[config.mk]
export PLATFORM = sky130hd
export DESIGN_NAME = ascii85_stream_decoder_core
export DESIGN_NICKNAME = d
export VERILOG_FILES = /design/src/rtl/a85_pkg.sv /design/src/rtl/a85_front.sv /design/src/rtl/a85_queue.sv /design/src/rtl/a85_back.sv /design/src/rtl/ascii85_stream_decoder_core.sv
export SDC_FILE = /design/constraint.sdc
export NUM_CORES = 1
export LEC_CHECK = 0
export ABC_AREA = 1
export CAP_MARGIN = 40
export CORE_MARGIN = 1.5
export CORE_UTILIZATION = 53
export DETAILED_ROUTE_END_ITERATION = 16
export DONT_BUFFER_PORTS = 1
export HOLD_SLACK_MARGIN = 0.08
export PLACE_DENSITY_LB_ADDON = 0.15
export SETUP_SLACK_MARGIN = 0.4
export SYNTH_ARGS = -nofsm -noshare
export SYNTH_HDL_FRONTEND = slang
export SYNTH_SLANG_ARGS = --single-unit
[constraint.sdc]
create_clock -name aclk -period 9.5 [get_ports aclk]
set_clock_uncertainty 0.1 [all_clocks]
set_input_delay 1.9 -clock aclk [delete_from_list [all_inputs] [get_ports aclk]]
set_output_delay 1.9 -clock aclk [all_outputs]
set_load 0.05 [all_outputs]
[src/rtl/a85_pkg.sv]
`default_nettype none
package a85_pkg;

    localparam int unsigned A85_QUEUE_DEPTH = 4;

    typedef enum logic [2:0] {
        ST_OK          = 3'd0,
        ST_INVALID     = 3'd1,
        ST_OVERFLOW    = 3'd2,
        ST_MISPLACED_Z = 3'd3,
        ST_LONE_DIGIT  = 3'd4
    } a85_status_t;

    // One request from the decode front to the byte back end.
    // Byte k of the request is word[31-8k -: 8]; bytes 0..last_idx are sent.
    typedef struct packed {
        logic [31:0] word;
        logic [1:0]  last_idx;
        logic        eos;
        a85_status_t status;
    } a85_entry_t;

endpackage
`default_nettype wire

[src/rtl/a85_front.sv]
`default_nettype none
module a85_front (
    input  wire logic               aclk,
    input  wire logic               aresetn,
    input  wire logic               s_tvalid,
    output logic                    s_tready,
    input  wire logic [7:0]         s_tdata,     // [7:0] char_code
    input  wire logic               q_full,
    output logic                    q_push,
    output a85_pkg::a85_entry_t     q_entry
);
    import a85_pkg::*;

    localparam logic [7:0] CH_TAB   = 8'h09;
    localparam logic [7:0] CH_CR    = 8'h0D;
    localparam logic [7:0] CH_SPACE = 8'h20;
    localparam logic [7:0] CH_FIRST = 8'h21;   // '!'
    localparam logic [7:0] CH_LAST  = 8'h75;   // 'u'
    localparam logic [7:0] CH_GT    = 8'h3E;   // '>'
    localparam logic [7:0] CH_Z     = 8'h7A;   // 'z'
    localparam logic [7:0] CH_TILDE = 8'h7E;   // '~'
    localparam logic [19:0] DIGIT_BASE = 20'd85;

    // 85^(5-k): scale for a final group of k digits padded with 'u'
    function automatic logic [19:0] pad_scale(input logic [2:0] k);
        logic [19:0] s;
        case (k)
            3'd2:    s = 20'd614125;
            3'd3:    s = 20'd7225;
            default: s = DIGIT_BASE;
        endcase
        return s;
    endfunction

    logic [25:0] gv_reg, gv_next;
    logic [2:0]  cnt_reg, cnt_next;
    logic        tilde_reg, tilde_next;

    logic        accept;
    logic        is_ws;
    logic        is_tilde;
    logic [6:0]  digit;
    logic [19:0] scale;
    logic [19:0] addend;
    logic [45:0] prod;
    logic [32:0] sum;

    assign s_tready = !q_full;
    assign accept   = s_tvalid && s_tready;
    assign is_ws    = (s_tdata == CH_SPACE) || (s_tdata >= CH_TAB && s_tdata <= CH_CR);
    assign is_tilde = (s_tdata == CH_TILDE);
    assign digit    = 7'(s_tdata - CH_FIRST);

    // Shared multiply-add: gv*85 + digit for a data digit, gv*P + (P-1) for padding.
    assign scale  = is_tilde ? pad_scale(cnt_reg) : DIGIT_BASE;
    assign addend = is_tilde ? (scale - 20'd1) : {13'd0, digit};
    assign prod   = gv_reg * scale;
    assign sum    = prod[32:0] + {13'd0, addend};

    always_comb begin
        gv_next    = gv_reg;
        cnt_next   = cnt_reg;
        tilde_next = tilde_reg;
        q_push     = 1'b0;
        q_entry    = '{word: '0, last_idx: '0, eos: 1'b0, status: ST_OK};
        if (accept && !is_ws) begin
            tilde_next = 1'b0;
            if (!(tilde_reg && s_tdata == CH_GT)) begin
                case (s_tdata) inside
                    [CH_FIRST:CH_LAST]: begin
                        if (cnt_reg < 3'd4) begin
                            gv_next  = sum[25:0];
                            cnt_next = cnt_reg + 3'd1;
                        end else begin
                            gv_next  = '0;
                            cnt_next = '0;
                            q_push   = 1'b1;
                            if (sum[32]) begin
                                q_entry.status = ST_OVERFLOW;
                            end else begin
                                q_entry.word     = sum[31:0];
                                q_entry.last_idx = 2'd3;
                            end
                        end
                    end
                    CH_Z: begin
                        gv_next  = '0;
                        cnt_next = '0;
                        q_push   = 1'b1;
                        if (cnt_reg != 3'd0) begin
                            q_entry.status = ST_MISPLACED_Z;
                        end else begin
                            q_entry.last_idx = 2'd3;
                        end
                    end
                    CH_TILDE: begin
                        gv_next     = '0;
                        cnt_next    = '0;
                        tilde_next  = 1'b1;
                        q_push      = 1'b1;
                        q_entry.eos = 1'b1;
                        if (cnt_reg == 3'd1) begin
                            q_entry.status = ST_LONE_DIGIT;
                        end else if (cnt_reg != 3'd0) begin
                            if (sum[32]) begin
                                q_entry.status = ST_OVERFLOW;
                            end else begin
                                q_entry.word     = sum[31:0];
                                q_entry.last_idx = 2'(cnt_reg - 3'd2);
                            end
                        end
                    end
                    default: begin
                        gv_next        = '0;
                        cnt_next       = '0;
                        q_push         = 1'b1;
                        q_entry.status = ST_INVALID;
                    end
                endcase
            end
        end
    end

    always_ff @(posedge aclk) begin
        if (!aresetn) begin
            gv_reg    <= '0;
            cnt_reg   <= '0;
            tilde_reg <= 1'b0;
        end else begin
            gv_reg    <= gv_next;
            cnt_reg   <= cnt_next;
            tilde_reg <= tilde_next;
        end
    end

endmodule
`default_nettype wire

[src/rtl/a85_queue.sv]
`default_nettype none
module a85_queue #(
    parameter int unsigned DEPTH = a85_pkg::A85_QUEUE_DEPTH
) (
    input  wire logic                aclk,
    input  wire logic                aresetn,
    input  wire logic                push,
    input  wire a85_pkg::a85_entry_t push_data,
    output logic                     full,
    input  wire logic                pop,
    output a85_pkg::a85_entry_t      pop_data,
    output logic                     not_empty
);
    import a85_pkg::*;

    localparam int unsigned PW = (DEPTH > 1) ? $clog2(DEPTH) : 1;
    localparam int unsigned CW = $clog2(DEPTH + 1);
    localparam logic [PW-1:0] LAST_PTR = PW'(DEPTH - 1);
    localparam logic [CW-1:0] FULL_CNT = CW'(DEPTH);

    a85_entry_t    slots_reg [DEPTH];
    logic [PW-1:0] wr_ptr_reg, wr_ptr_next;
    logic [PW-1:0] rd_ptr_reg, rd_ptr_next;
    logic [CW-1:0] cnt_reg, cnt_next;

    assign full      = (cnt_reg == FULL_CNT);
    assign not_empty = (cnt_reg != '0);
    assign pop_data  = slots_reg[rd_ptr_reg];

    always_comb begin
        wr_ptr_next = wr_ptr_reg;
        rd_ptr_next = rd_ptr_reg;
        cnt_next    = cnt_reg;
        if (push) begin
            wr_ptr_next = (wr_ptr_reg == LAST_PTR) ? '0 : wr_ptr_reg + PW'(1);
        end
        if (pop) begin
            rd_ptr_next = (rd_ptr_reg == LAST_PTR) ? '0 : rd_ptr_reg + PW'(1);
        end
        if (push && !pop) begin
            cnt_next = cnt_reg + CW'(1);
        end else if (pop && !push) begin
            cnt_next = cnt_reg - CW'(1);
        end
    end

    always_ff @(posedge aclk) begin
        if (!aresetn) begin
            wr_ptr_reg <= '0;
            rd_ptr_reg <= '0;
            cnt_reg    <= '0;
        end else begin
            wr_ptr_reg <= wr_ptr_next;
            rd_ptr_reg <= rd_ptr_next;
            cnt_reg    <= cnt_next;
        end
    end

    always_ff @(posedge aclk) begin
        if (push) begin
            slots_reg[wr_ptr_reg] <= push_data;
        end
    end

endmodule
`default_nettype wire

[src/rtl/a85_back.sv]
`default_nettype none
module a85_back (
    input  wire logic                aclk,
    input  wire logic                aresetn,
    input  wire logic                q_valid,
    input  wire a85_pkg::a85_entry_t q_data,
    output logic                     q_pop,
    output logic                     m_tvalid,
    input  wire logic                m_tready,
    output logic [7:0]               m_tdata,   // [7:0] out_byte
    output logic                     m_tlast,   // last_of_run
    output logic [3:0]               m_tuser    // [0] end_of_stream, [3:1] status
);
    import a85_pkg::*;

    logic       cur_valid_reg, cur_valid_next;
    a85_entry_t cur_reg, cur_next;
    logic [1:0] idx_reg, idx_next;
    logic       done;

    assign done  = cur_valid_reg && m_tready && (idx_reg == cur_reg.last_idx);
    assign q_pop = q_valid && (!cur_valid_reg || done);

    always_comb begin
        cur_valid_next = cur_valid_reg;
        cur_next       = cur_reg;
        idx_next       = idx_reg;
        if (q_pop) begin
            cur_valid_next = 1'b1;
            cur_next       = q_data;
            idx_next       = '0;
        end else if (done) begin
            cur_valid_next = 1'b0;
        end else if (cur_valid_reg && m_tready) begin
            idx_next = idx_reg + 2'd1;
        end
    end

    always_ff @(posedge aclk) begin
        if (!aresetn) begin
            cur_valid_reg <= 1'b0;
            idx_reg       <= '0;
        end else begin
            cur_valid_reg <= cur_valid_next;
            idx_reg       <= idx_next;
        end
        cur_reg <= cur_next;
    end

    // most significant byte first
    assign m_tvalid = cur_valid_reg;
    assign m_tdata  = cur_reg.word[{~idx_reg, 3'b000} +: 8];
    assign m_tlast  = (idx_reg == cur_reg.last_idx);
    assign m_tuser  = {cur_reg.status, cur_reg.eos};

endmodule
`default_nettype wire

[src/rtl/ascii85_stream_decoder_core.sv]
// ASCII85 stream decoder.
// Slave channel (s_tvalid/s_tready/s_tdata): one encoded character per request.
// Master channel (m_tvalid/m_tready/m_tdata/m_tlast/m_tuser): decoded bytes, most
// significant first; m_tlast marks the last result of a character, m_tuser holds
// end_of_stream in bit 0 and the status code in bits 3:1 (out_byte is 0 on errors).
// Whitespace and a '>' right after '~' produce nothing; a completed group gives four
// bytes, 'z' four zeros, '~' the padded tail or one end marker; errors give one result.
// With an idle back end the first result of a character is written into the queue
// at its accept edge and then into the back end register that drives m_tvalid.
// Throughput: one character per cycle while the request queue has room; the back end
// sends one byte per cycle while m_tready is high, so 'z' and fifth digits (four bytes)
// fill the queue of QUEUE_DEPTH requests and s_tready drops until one is popped.
// The group accumulator does one multiply-add by a constant per character.
// When m_tready is low the current byte holds and the front keeps accepting until
// the queue is full.
// Reset (aresetn low, synchronous) clears the group, the end marker flag, the queue
// and the output valid; no clearing pass is needed afterwards.
`default_nettype none
module ascii85_stream_decoder_core #(
    parameter int unsigned QUEUE_DEPTH = a85_pkg::A85_QUEUE_DEPTH
) (
    input  wire logic       aclk,
    input  wire logic       aresetn,
    input  wire logic       s_tvalid,
    output logic            s_tready,
    input  wire logic [7:0] s_tdata,   // [7:0] char_code
    output logic            m_tvalid,
    input  wire logic       m_tready,
    output logic [7:0]      m_tdata,   // [7:0] out_byte
    output logic            m_tlast,   // last_of_run
    output logic [3:0]      m_tuser    // [0] end_of_stream, [3:1] status
);
    import a85_pkg::*;

    logic       q_full;
    logic       q_push;
    a85_entry_t q_entry;
    logic       q_pop;
    a85_entry_t q_head;
    logic       q_valid;

    a85_front u_front (
        .aclk     (aclk),
        .aresetn  (aresetn),
        .s_tvalid (s_tvalid),
        .s_tready (s_tready),
        .s_tdata  (s_tdata),
        .q_full   (q_full),
        .q_push   (q_push),
        .q_entry  (q_entry)
    );

    a85_queue #(
        .DEPTH (QUEUE_DEPTH)
    ) u_queue (
        .aclk      (aclk),
        .aresetn   (aresetn),
        .push      (q_push),
        .push_data (q_entry),
        .full      (q_full),
        .pop       (q_pop),
        .pop_data  (q_head),
        .not_empty (q_valid)
    );

    a85_back u_back (
        .aclk     (aclk),
        .aresetn  (aresetn),
        .q_valid  (q_valid),
        .q_data   (q_head),
        .q_pop    (q_pop),
        .m_tvalid (m_tvalid),
        .m_tready (m_tready),
        .m_tdata  (m_tdata),
        .m_tlast  (m_tlast),
        .m_tuser  (m_tuser)
    );

`ifndef SYNTHESIS
    a_no_push_when_full: assert property (@(posedge aclk) disable iff (!aresetn)
        q_push |-> !q_full)
        else $error("request pushed into a full queue");

    a_error_single_zero: assert property (@(posedge aclk) disable iff (!aresetn)
        m_tvalid && (m_tuser[3:1] != ST_OK) |-> m_tlast && (m_tdata == 8'd0))
        else $error("error result is not a single zero byte");

    a_reset_idle: assert property (@(posedge aclk)
        !aresetn |=> !m_tvalid && !q_valid)
        else $error("output or queue not idle after reset");

    a_pop_needs_data: assert property (@(posedge aclk) disable iff (!aresetn)
        q_pop |-> q_valid)
        else $error("pop from an empty queue");
`endif

endmodule
`default_nettype wire
# After elaboration in Yosys (flattened, before gate mapping)
# Memory sizes are Yosys's and may differ from the RTL's. A register that Yosys moved wholly into a read port is not among the register bits.
# Index checks and enable logic that the tools add are counted.
dict set report op_classes {
  n_eq_ne 11
  n_lt_le_gt_ge 5
  addsub 10
  shifts 1
  n_mul 1
  n_reduce_logical 24
  mux 45
  bitwise_logic 4
}
# cell n
set ops {}
lappend ops {{34-bit 2-to-1 mux} 5}
lappend ops {{32-bit 2-to-1 mux} 3}
lappend ops {{38-bit 2-to-1 mux} 2}
lappend ops {{26-bit 2-to-1 mux} 2}
lappend ops {{20-bit 2-to-1 mux} 2}
lappend ops {{20-bit case mux with 2 select lines} 1}
lappend ops {{33-bit by 20-bit adder with 33-bit output} 1}
lappend ops {{26-bit by 20-bit multiplier with 33-bit output} 1}
lappend ops {{32-bit by 6-bit indexed part select with 8-bit output} 1}
lappend ops {{3-bit 2-to-1 mux} 10}
lappend ops {{20-bit by 1-bit subtractor with 20-bit output, second input constant} 1}
lappend ops {{8-bit by 6-bit == test with 1-bit output, second input constant} 2}
lappend ops {{8-bit by 7-bit == test with 1-bit output, second input constant} 2}
lappend ops {{2-bit 2-to-1 mux} 8}
lappend ops {{1-bit 2-to-1 mux} 12}
lappend ops {{1-bit logical AND} 10}
lappend ops {{8-bit by 4-bit >= comparator with 1-bit output, second input constant} 1}
lappend ops {{8-bit by 6-bit >= comparator with 1-bit output, second input constant} 1}
lappend ops {{8-bit by 4-bit <= comparator with 1-bit output, second input constant} 1}
lappend ops {{8-bit by 7-bit <= comparator with 1-bit output, second input constant} 1}
lappend ops {{7-bit by 6-bit subtractor with 7-bit output, second input constant} 1}
lappend ops {{2-bit by 1-bit adder with 2-bit output, second input constant} 3}
lappend ops {{3-bit by 1-bit adder with 3-bit output, second input constant} 2}
lappend ops {{3-bit by 2-bit == test with 1-bit output, second input constant} 2}
lappend ops {{15 further kinds} 26}
dict set report word_totals {
  inputBits 12
  register_bits 40
  memories 1
  ramBits 152
  word_cells 110
  output_inout_bits 15
}
# memory depth word_bits read_ports rd_clocked_by_memory_dff wr line
set memory_table {}
lappend memory_table {u_queue.slots_reg 4 38 1 1 1 a85_queue.sv:21} ;# a85_entry_t slots_reg [DEPTH];

# Depth between registers and ports, before layout
# Gate-level depths: netlist (run 1).
dict set report depth {
  depth_word 14
  ltp_mapped 37
  ltp_nobuf 36
}

# Modules after synthesis
# Synthesis (run 1) repeated with hierarchy kept, for this count alone.
dict set report hier_totals {
  cells_unflattened 2171
  hier_area_um2 20741.1
}
# mod area_per_inst_um2 cells_per_inst seq_area_each_um2 n_inst
set by_module_without_submodules {}
lappend by_module_without_submodules {a85_front 13047.5 1622 600.6 1}
lappend by_module_without_submodules {a85_queue 6099.6 428 4744.6 1}
lappend by_module_without_submodules {a85_back 1594.0 121 1201.2 1}

# Least setup slack after synthesis (run 1)
# Ideal clock, no wire load.
dict set report synth_path {
  kind {input to register}
  from {input port s_tdata[0]}
  to {memory u_queue.slots_reg[0][35] in the netlist's numbering, data pin}
  path_buffers 2
  setup_ps 176
  t_arrival_ps 8624
  cell_stages 35
  required_ps 9224
  slack_ps 600
  cell_sequence {inv_1 -> ha_1 -> inv_1 -> nor2_2 -> nand4_4 -> nor2_1 -> clkinv_1 -> clkbuf_1 -> nand2_1 -> inv_1 -> fa_1 -> fa_1 -> inv_1 -> fa_1 -> inv_1 -> fa_1 -> inv_1 -> fa_1 -> inv_1 -> fa_1 -> inv_1 -> fa_1 -> inv_1 -> ha_1 -> nand2_1 -> nor2_1 -> nand4_1 -> o21ai_0 -> nand2_1 -> nand3_1 -> inv_1 -> nand3_2 -> nand3_4 -> buf_6 -> nor3_2}
}
# element line
set synth_rtl {}
lappend synth_rtl {{start: declaration} ascii85_stream_decoder_core.sv:26} ;# input wire logic [7:0] s_tdata,
lappend synth_rtl {{end: declaration} a85_queue.sv:21}

==> results.md, run 1 <==
* Hold-fix buffers at CTS at 0
* Setup TNS at 0 ps
* Starting Density at 53.5%
* Crit. End Element: register
* Antenna viol nets, final at 0
* Crit Path Class: in -> reg
* Power per cell area at 153 nW/um2
* Routed wire length at 52.2 mm
* Endpoints failing hold at 0
* Site Rows at 72
* Post-placement cell area at 21700 um2
* Number of synthesized register bits at 230
* Crit-path max FO at 27
* Top cells by area, synth: edfxtp_1 (28%), fa_1 (25%), ha_1 (12%), inv_1 (11%), nand2_1 (4.0%)
* Vias in the first global route at 14813
* Pleak at 10.7 nW
* RSZ-0062 raised after global routing: yes
* Vias at 14375
* Gpl congestion at 0.935
* Post-Syn Area at 20600 um2
* Crit path DAT at 8850 ps
* Clock root cell: clkbuf_16
* Detailed Route Iter0 Violations at 1020
* Area leader, netlist: edfxtp_1
* Run status: completed
* Final core occ at 58.5%
* # setup viols final at 0
* Die Footprint at 40100 um2
* CTS tree: built
* Max-Cap Viols at 0
* Total CTS buffers at 23
* Worst-Margin Slew at 812 ps
* Commonest non-fill, non-tap cells in the layout: inv_1 (588), fa_1 (255), nand2_1 (222), ha_1 (200), edfxtp_1 (190)
* Via-to-Cell Ratio at 5.24
* Library cells used by synthesis at 46
* Pin count of the biggest net entering global routing at 80
* Design Area, Final at 22500 um2
* Filler cells at 3441
* Gate Count Post-Synth at 2164
* Top_reg_cell synth: edfxtp_1
* Fin crit period at 8730 ps
* Number of flip-flops in the largest register at 152
* Post-synth top area share at 27.6%
* Seq/Total Area, Yosys at 31.5%
* FMAX at 115 MHz
* Peak supply drop at 0.119 mV
* I/O Buffers at 0
* Core Footprint at 38600 um2
* Area Overhead vs Synth at 9.18%
* Pins Over Slew Limit at 0
* DR WL/cell at 19.0 um
* Pre-Repair DR Iteration Count at 5
* Slew margin rel. at 45.9%
* Post-route insts no fill at 2744
* CTS Buffer Depth at 3
* Hold crit path type: reg -> reg
* Nets at 2678
* CTS sink cnt at 230
* Die width at 200 um
* First-pass GRT wire length at 82.2 mm
* Post-synth EDFFs at 190
* Post-Syn Nets at 2633
* Crit path largest cell delay at 540 ps
* Synthesized area per cell at 9.54 um2
* CTS H-tree lvls at 1
* Share of cells above drive strength 1 at 7.19%
* Die span in y at 200 um
* Most used cell, CP: inv_1
* Clk slew on worst S/H paths at 70 ps
* Clock latency on the worst-skew pair at 510 ps
* Antenna Cells at 0
* # DRC at 0
* Initial antenna violation count at 0
* GRT overflow at 0
* Async set-reset flop share out of synthesis at 0%
* HPWL after DPL at 41.7 mm
* GR Util All Layers at 26.6%
* YS warnings at 0
* Worst Path Required at 9630 ps
* Ports at 27
* Placed cell count at 2699
* Period utilization at 91.8%
* Startpoint types: input port
* Most common cell after layout, fill and taps aside: inv_1
* CP max-delay cell: fa_1
## report_power, final
part	switching, mW	internal [mW]	leakage (nW)
Clock	0.379	0.529	0.364
Combinational	0.768	0.348	8.23
Sequential	0.129	1.30	2.14
## synth_stat cells, types with 7 or more instances
library cell / number
inv_1: 590
fa_1: 255
nand2_1: 222
ha_1: 202
nor2_1: 200
edfxtp_1: 190
o21ai_0: 123
a21oi_1: 73
o22ai_1: 47
clkbuf_1: 43
dfxtp_1: 40
nand3_1: 36
xor2_1: 21
nand4_1: 12
nor3_1: 12
nor2_2: 10
xnor2_1: 10
a21o_1: 8
a31oi_1: 7
## metal layers
layer  global-route usage (%)  wire, um  vias to the layer above
li1                         -         -                     6834
met1                     36.8     22700                     7048
met2                     43.7     24700                      420
met3                     4.25      3280                       73
met4                     7.76      1470                        0
met5                        0         0                        -
## repair_timing
action | in CTS | in global routing
setup buffers | 0 | 3
resized for setup | 0 | 23
setup endpoints to repair | 0 | 136
## cell type report
cell class                 count  area [um2]  share of cell area (%)
clock buffer                  26         587                    2.60
sequential                   230        6510                    28.9
inverter                     592        2230                    9.88
tap                          518         648                    2.88
clock inverter                16         165                   0.733
multi-input combinational   1289       11800                    52.3
timing repair buffer          73         618                    2.74
## final timing paths
kind | startpoint | endpoint | slack, ps | cells past startpoint
setup / recovery | s_tdata[0] | u_queue.slots_reg[2][31] | 770 | 34
hold / removal | u_front.tilde_reg | u_front.tilde_reg | 370 | 2
setup reg to reg | u_front.cnt_reg[1] | u_queue.slots_reg[2][31] | 1880 | 31
hold reg to reg | u_front.tilde_reg | u_front.tilde_reg | 370 | 2
## stage by stage
stage,hold slack (ps),worst slack (ps),total power [mW]
after detailed placement,368,63.3,2.56
after CTS,378,577,3.47
after global routing,398,346,3.66
after global placement,359,175,2.50
after floorplan,344,600,2.20
final,374,775,3.45
## worst max-delay path, delay by kind of cell
kind,cells,cell delay [ps]
adder cells (fa/ha/maj),9,4000
buffers and inverters,12,1210
AND/OR/NAND/NOR,9,1200
AO/OA/AOI/OAI,4,520
## kinds of logic (layout without fill, tap and decap cells)
logic type / Yosys count / in the layout / share of synthesized area [%]
buf+inv: 645 / 707 / 12.0
simple gates: 519 / 519 / 10.7
xor+xnor: 31 / 31 / 1.32
compound gates: 282 / 282 / 7.55
fa+ha+maj: 457 / 457 / 37.0
flops: 230 / 230 / 31.5
No activity file was read; power rests on OpenSTA's default activity.
==> run 2: changes to the inputs <==
- MAX_ROUTING_LAYER: not set -> met4
==> run 2 against run 1 <==
  * Clock-buffer cell count unchanged
  * Utilization increased by 0.055 points
  * Cell count is 0.22% higher
  * Critical endpoint is now u_queue.slots_reg[2][33]
==> results.md, run 2 (synthesis gave the netlist of run 1 again) <==
* Area Overhead vs Synth at 9.28% (about the same)
* Share of cells above drive strength 1 at 7.66% (+0.47 points)
* Final hold slack at 382 ps (+7.17 ps)
* Clk slew on worst S/H paths at 60 ps (about the same)
* Power per cell area at 153 nW/um2 (-0.15%)
* GR Util All Layers at 27.6% (+0.99 points)
* Antenna Cells at 0 (unchanged)
* Pins Over Slew Limit at 0 (unchanged)
* Vias in the first global route at 14663 (-1.0%)
* CTS sink cnt at 230 (unchanged)
* Die span in y at 200 um (unchanged)
* Final Total Pwr at 3.45 mW (about the same)
* GRT overflow at 0 (unchanged)
* FMAX at 115 MHz (about the same)
* Number of flip-flops in the largest register at 152 (unchanged)
* Setup TNS at 0 ps (unchanged)
* Worst-Margin Slew at 809 ps (-2.96 ps)
* Clock latency on the worst-skew pair at 510 ps (about the same)
* CTS Buffer Depth at 3 (unchanged)
* Final core occ at 58.5% (about the same)
* DR WL/cell at 19.2 um (+1.0%)
* Hold-fix buffers at CTS at 0 (unchanged)
* Area occupied by multi-input gates at 11800 um2 (about the same)
* Site Rows at 72 (unchanged)
* HPWL after DPL at 42.0 mm (+0.78%)
* Die Footprint at 40100 um2 (unchanged)
* Ports at 27 (unchanged)
* Startpoint types: input port
* CTS tree: built
* Die width at 200 um (unchanged)
* Pin count of the biggest net entering global routing at 80 (unchanged)
* Via-to-Cell Ratio at 5.25 (+0.23%)
* Initial antenna violation count at 0 (unchanged)
* Worst Path Required at 9720 ps (+90 ps)
* Most used cell, CP: inv_1
* Nets at 2685 (+0.26%)
* RSZ-0062 raised after global routing: no
* Fin crit period at 8720 ps (-0.350 ps)
* Crit. End Element: register
* Routed wire length at 52.8 mm (+1.2%)
* Starting Density at 53.5% (unchanged)
* Pleak at 10.8 nW (+0.31%)
* Filler cells at 3474 (+0.96%)
* Vias at 14439 (+0.45%)
* Crit path DAT at 8950 ps (+100 ps)
* # setup viols final at 0 (unchanged)
* Run status: completed
* Total CTS buffers at 23 (unchanged)
* Clock root cell: clkbuf_16
* Commonest non-fill, non-tap cells in the layout: inv_1 (588), fa_1 (255), nand2_1 (221), ha_1 (200), edfxtp_1 (190)
* Period utilization at 91.8% (about the same)
* Gpl congestion at 0.951 (+1.7%)
* CP max-delay cell: fa_1
* Crit-path max FO at 27 (unchanged)
* WP buf/inv at 14 (+2)
* Most common cell after layout, fill and taps aside: inv_1
* Core Footprint at 38600 um2 (unchanged)
* Hold crit path type: reg -> reg
* # DRC at 0 (unchanged)
* I/O Buffers at 0 (unchanged)
* Detailed Route Iter0 Violations at 997 (-2.3%)
* Crit path largest cell delay at 540 ps (about the same)
* Register area at 6510 um2 (unchanged)
* Endpoints failing hold at 0 (unchanged)
* Peak supply drop at 0.136 mV (+14%)
* Antenna viol nets, final at 0 (unchanged)
* Crit Path Class: in -> reg
* CP top delay family: adder cells
* CTS H-tree lvls at 1 (unchanged)
* Max-Cap Viols at 0 (unchanged)
* Slew margin rel. at 46.1% (+0.20 points)
* Pre-Repair DR Iteration Count at 5 (unchanged)
* First-pass GRT wire length at 82.6 mm (+0.49%)
run 2: changes by cell type in the layout (fill, tap and decap cells not counted), moves of 3 or more:
cell / before / now
buf_4: 68 / 74
clkinv_1: 7 / 1
clkinv_2: 2 / 5
nor2_1: 181 / 185
nor2_2: 24 / 18
nor3_2: 1 / 5
nor3_4: 4 / 1
run 2: worst min-delay path, cell delays in order, from the launching register on:
cell	delay [ps]
dfxtp_1	320
inv_1	60
a21oi_1	50
run 2: per-layer routing:
layer / GRT usage (%) / vias up / part of all wire (%)
met4: 8.32 / 0 / 3.4
met1: 37.4 / 7099 / 44
met5: - / - / 0
li1: - / 6846 / -
met3: 3.45 / 94 / 5.5
met2: 43.8 / 400 / 47
run 2: timing repair:
action,CTS,global route
buffers inserted,0,6
endpoints found under the setup margin,0,136
resized for setup,0,22
run 2: path summary, 6_finish.rpt:
check | startpoint | end | slack, ps | depth (start not counted)
hold / removal | u_queue.cnt_reg[2] | u_queue.cnt_reg[2] | 380 | 2
hold reg to reg | u_queue.cnt_reg[2] | u_queue.cnt_reg[2] | 380 | 2
setup / recovery | s_tdata[0] | u_queue.slots_reg[2][33] | 780 | 36
setup reg to reg | u_front.cnt_reg[1] | u_queue.slots_reg[1][11] | 1850 | 28
run 2: stage by stage:
stage	std cells	instance area, um2	setup WS, ps
global route	2750	22600	417
finish	2750	22600	775
detailed placement	2702	21700	57.0
global placement	2692	21600	240
floorplan	2164	20600	600
CTS	2743	22400	567
run 2: where the power goes:
part	switching, mW	total, mW	internal (mW)	leakage [nW]
clock network	0.391	0.899	0.508	0.360
registers	0.129	1.43	1.30	2.14
logic	0.775	1.12	0.348	8.27
total	1.30	3.45	2.16	10.8
run 2: cell type report:
type | count | area share [%]
inverters | 592 | 9.87
clock inverters | 15 | 0.693
well taps | 518 | 2.87
clock buffers | 26 | 2.60
flip-flops and latches | 230 | 28.8
repair buffers | 79 | 2.90
multi-input cells | 1290 | 52.2
==> run 3: changes to the inputs <==
- CORE_UTILIZATION: 53 -> 60
==> run 3 against run 2 <==
  * Utilization up 8.3 points
  * Critical path depth shrank 6
  * Maximum frequency about the same
  * Sequential power about the same
  * Via count grew 1.0%
  * Clock power up 7.6%
==> results.md, run 3 (synthesis gave the netlist of run 1 again) <==
* Reg2Reg Setup Slack at 2050 ps (+200 ps)
* CTS sink cnt at 230 (unchanged)
* Core Footprint at 33700 um2 (-13%)
* Antenna viol nets, final at 0 (unchanged)
* Nets at 2681 (-0.15%)
* Clock latency on the worst-skew pair at 500 ps (about the same)
* # DRC at 0 (unchanged)
* Antenna Cells at 0 (unchanged)
* Clk slew on worst S/H paths at 60 ps (about the same)
* Number of flip-flops in the largest register at 152 (unchanged)
* Crit. End Element: register
* Filler cells at 2730 (-21%)
* Ports at 27 (unchanged)
* # setup viols final at 0 (unchanged)
* Period utilization at 91.8% (about the same)
* GRT overflow at 0 (unchanged)
* Hold-fix buffers at CTS at 0 (unchanged)
* Die span in y at 188 um (-5.9%)
* Area Overhead vs Synth at 9.06%
* Pleak at 10.8 nW (+0.22%)
* Vias at 14588 (+1.0%)
* Pin count of the biggest net entering global routing at 79 (-1.3%)
* Die Footprint at 35500 um2 (-11%)
* Final Total Pwr at 3.53 mW (+2.3%)
* Startpoint types: input port
* Clock root cell: clkbuf_16
* First-pass GRT wire length at 83.6 mm (+1.1%)
* Via-to-Cell Ratio at 5.45 (+3.8%)
* Pins Over Slew Limit at 0 (unchanged)
* Worst-Margin Slew at 852 ps (+43.6 ps)
* Pre-Repair DR Iteration Count at 6 (+1)
* Crit path largest cell delay at 570 ps (+30 ps)
* Most used cell, CP: inv_1
* Crit path DAT at 8910 ps (-40 ps)
* Site Rows at 67 (-6.9%)
* Power per cell area at 157 nW/um2 (+2.5%)
* Most common cell after layout, fill and taps aside: inv_1
* FMAX at 115 MHz (about the same)
* Initial antenna violation count at 0 (unchanged)
* CTS tree: built
* Share of cells above drive strength 1 at 7.23% (-0.44 points)
* Routed wire length at 51.9 mm (-1.8%)
* Fin crit period at 8720 ps (-6.48 ps)
* Crit Path Class: in -> reg
* CTS Buffer Depth at 3 (unchanged)
* Slew margin rel. at 43.1% (-3.0 points)
* Crit-path max FO at 7 (-74%)
* Setup TNS at 0 ps (unchanged)
* Worst Path Required at 9690 ps (-30 ps)
* I/O Buffers at 0 (unchanged)
* Peak supply drop at 0.221 mV (+63%)
* Detailed Route Iter0 Violations at 1178 (+18%)
* Endpoints failing hold at 0 (unchanged)
* HPWL after DPL at 41.3 mm (-1.8%)
* Die width at 188 um (-5.9%)
* DR WL/cell at 19.4 um (+0.92%)
* Total CTS buffers at 23 (unchanged)
* Hold crit path type: reg -> reg
* Vias in the first global route at 15504 (+5.7%)
* CP max-delay cell: fa_1
* Commonest non-fill, non-tap cells in the layout: inv_1 (589), fa_1 (255), nand2_1 (222), ha_1 (201), edfxtp_1 (190)
* Gpl congestion at 0.993 (+4.4%)
* Max-Cap Viols at 0 (unchanged)
* RSZ-0062 raised after global routing: no
* Starting Density at 61.3% (+7.7 points)
* Run status: completed
* CTS H-tree lvls at 1 (unchanged)
* GR Util All Layers at 31.6% (+4.0 points)
run 3: cell count changes in the layout (fill, tap and decap cells not counted), moves of 3 or more:
cell / before / now
buf_4: 74 / 70
clkinv_1: 1 / 4
bufinv_16: 2 / 5
clkinvlp_4: 4 / 1
clkinv_2: 5 / 2
run 3: critical path: cells and delay by family:
kind	cells	cell delay (ps)
buf+inv	10	920
fa+ha+maj	10	4280
simple gates	10	1770
run 3: stage by stage:
stage               hold WS [ps]  cells  utilization (%)  setup slack, ps  instance area, um2
floorplan                    344   2164                -              600               20600
global placement             368   2622             63.9              273               21500
detailed placement           378   2631             64.1              135               21600
CTS                          386   2672             66.5              628               22400
global route                 417   2676             66.8              390               22500
finish                       385   2676             66.8              782               22500
run 3: repair_timing:
action                                  in CTS  in global routing
gates resized for setup                      0                 20
setup buffers                                0                  3
endpoints found under the setup margin       0                128
run 3: path summary, 6_finish.rpt:
path,from,to,depth (start not counted)
worst min register to register,u_queue.cnt_reg[2],u_queue.cnt_reg[2],2
worst max register to register,u_front.cnt_reg[1],u_queue.slots_reg[2][23],26
worst max-delay path,s_tdata[0],u_queue.slots_reg[2][23],30
worst min-delay path,u_queue.cnt_reg[2],u_queue.cnt_reg[2],2
run 3: layer usage:
metal  up-vias  wire length (um)  GRT usage, %
li1       6842                 -             -
met1      7098             21700          40.5
met2       535             24800          52.2
met3       113              3560          4.66
met4         0              1830          9.68
met5         -                 0             -
run 3: power breakdown:
| group | switching [mW] | total, mW | internal (mW) | leakage [nW] |
|---|---|---|---|---|
| logic | 0.787 | 1.14 | 0.352 | 8.26 |
| registers | 0.124 | 1.42 | 1.30 | 2.14 |
| clock network | 0.382 | 0.967 | 0.585 | 0.390 |
run 3: cell type report:
type                            count  area, um2  share of cell area (%)
Multi-Input combinational cell   1290      11800                    52.3
Sequential cell                   230       6510                    28.9
Inverter                          592       2220                    9.87
Timing Repair Buffer               75        633                    2.81
Clock buffer                       26        587                    2.61
Tap cell                          448        561                    2.49
Clock inverter                     15        221                   0.984
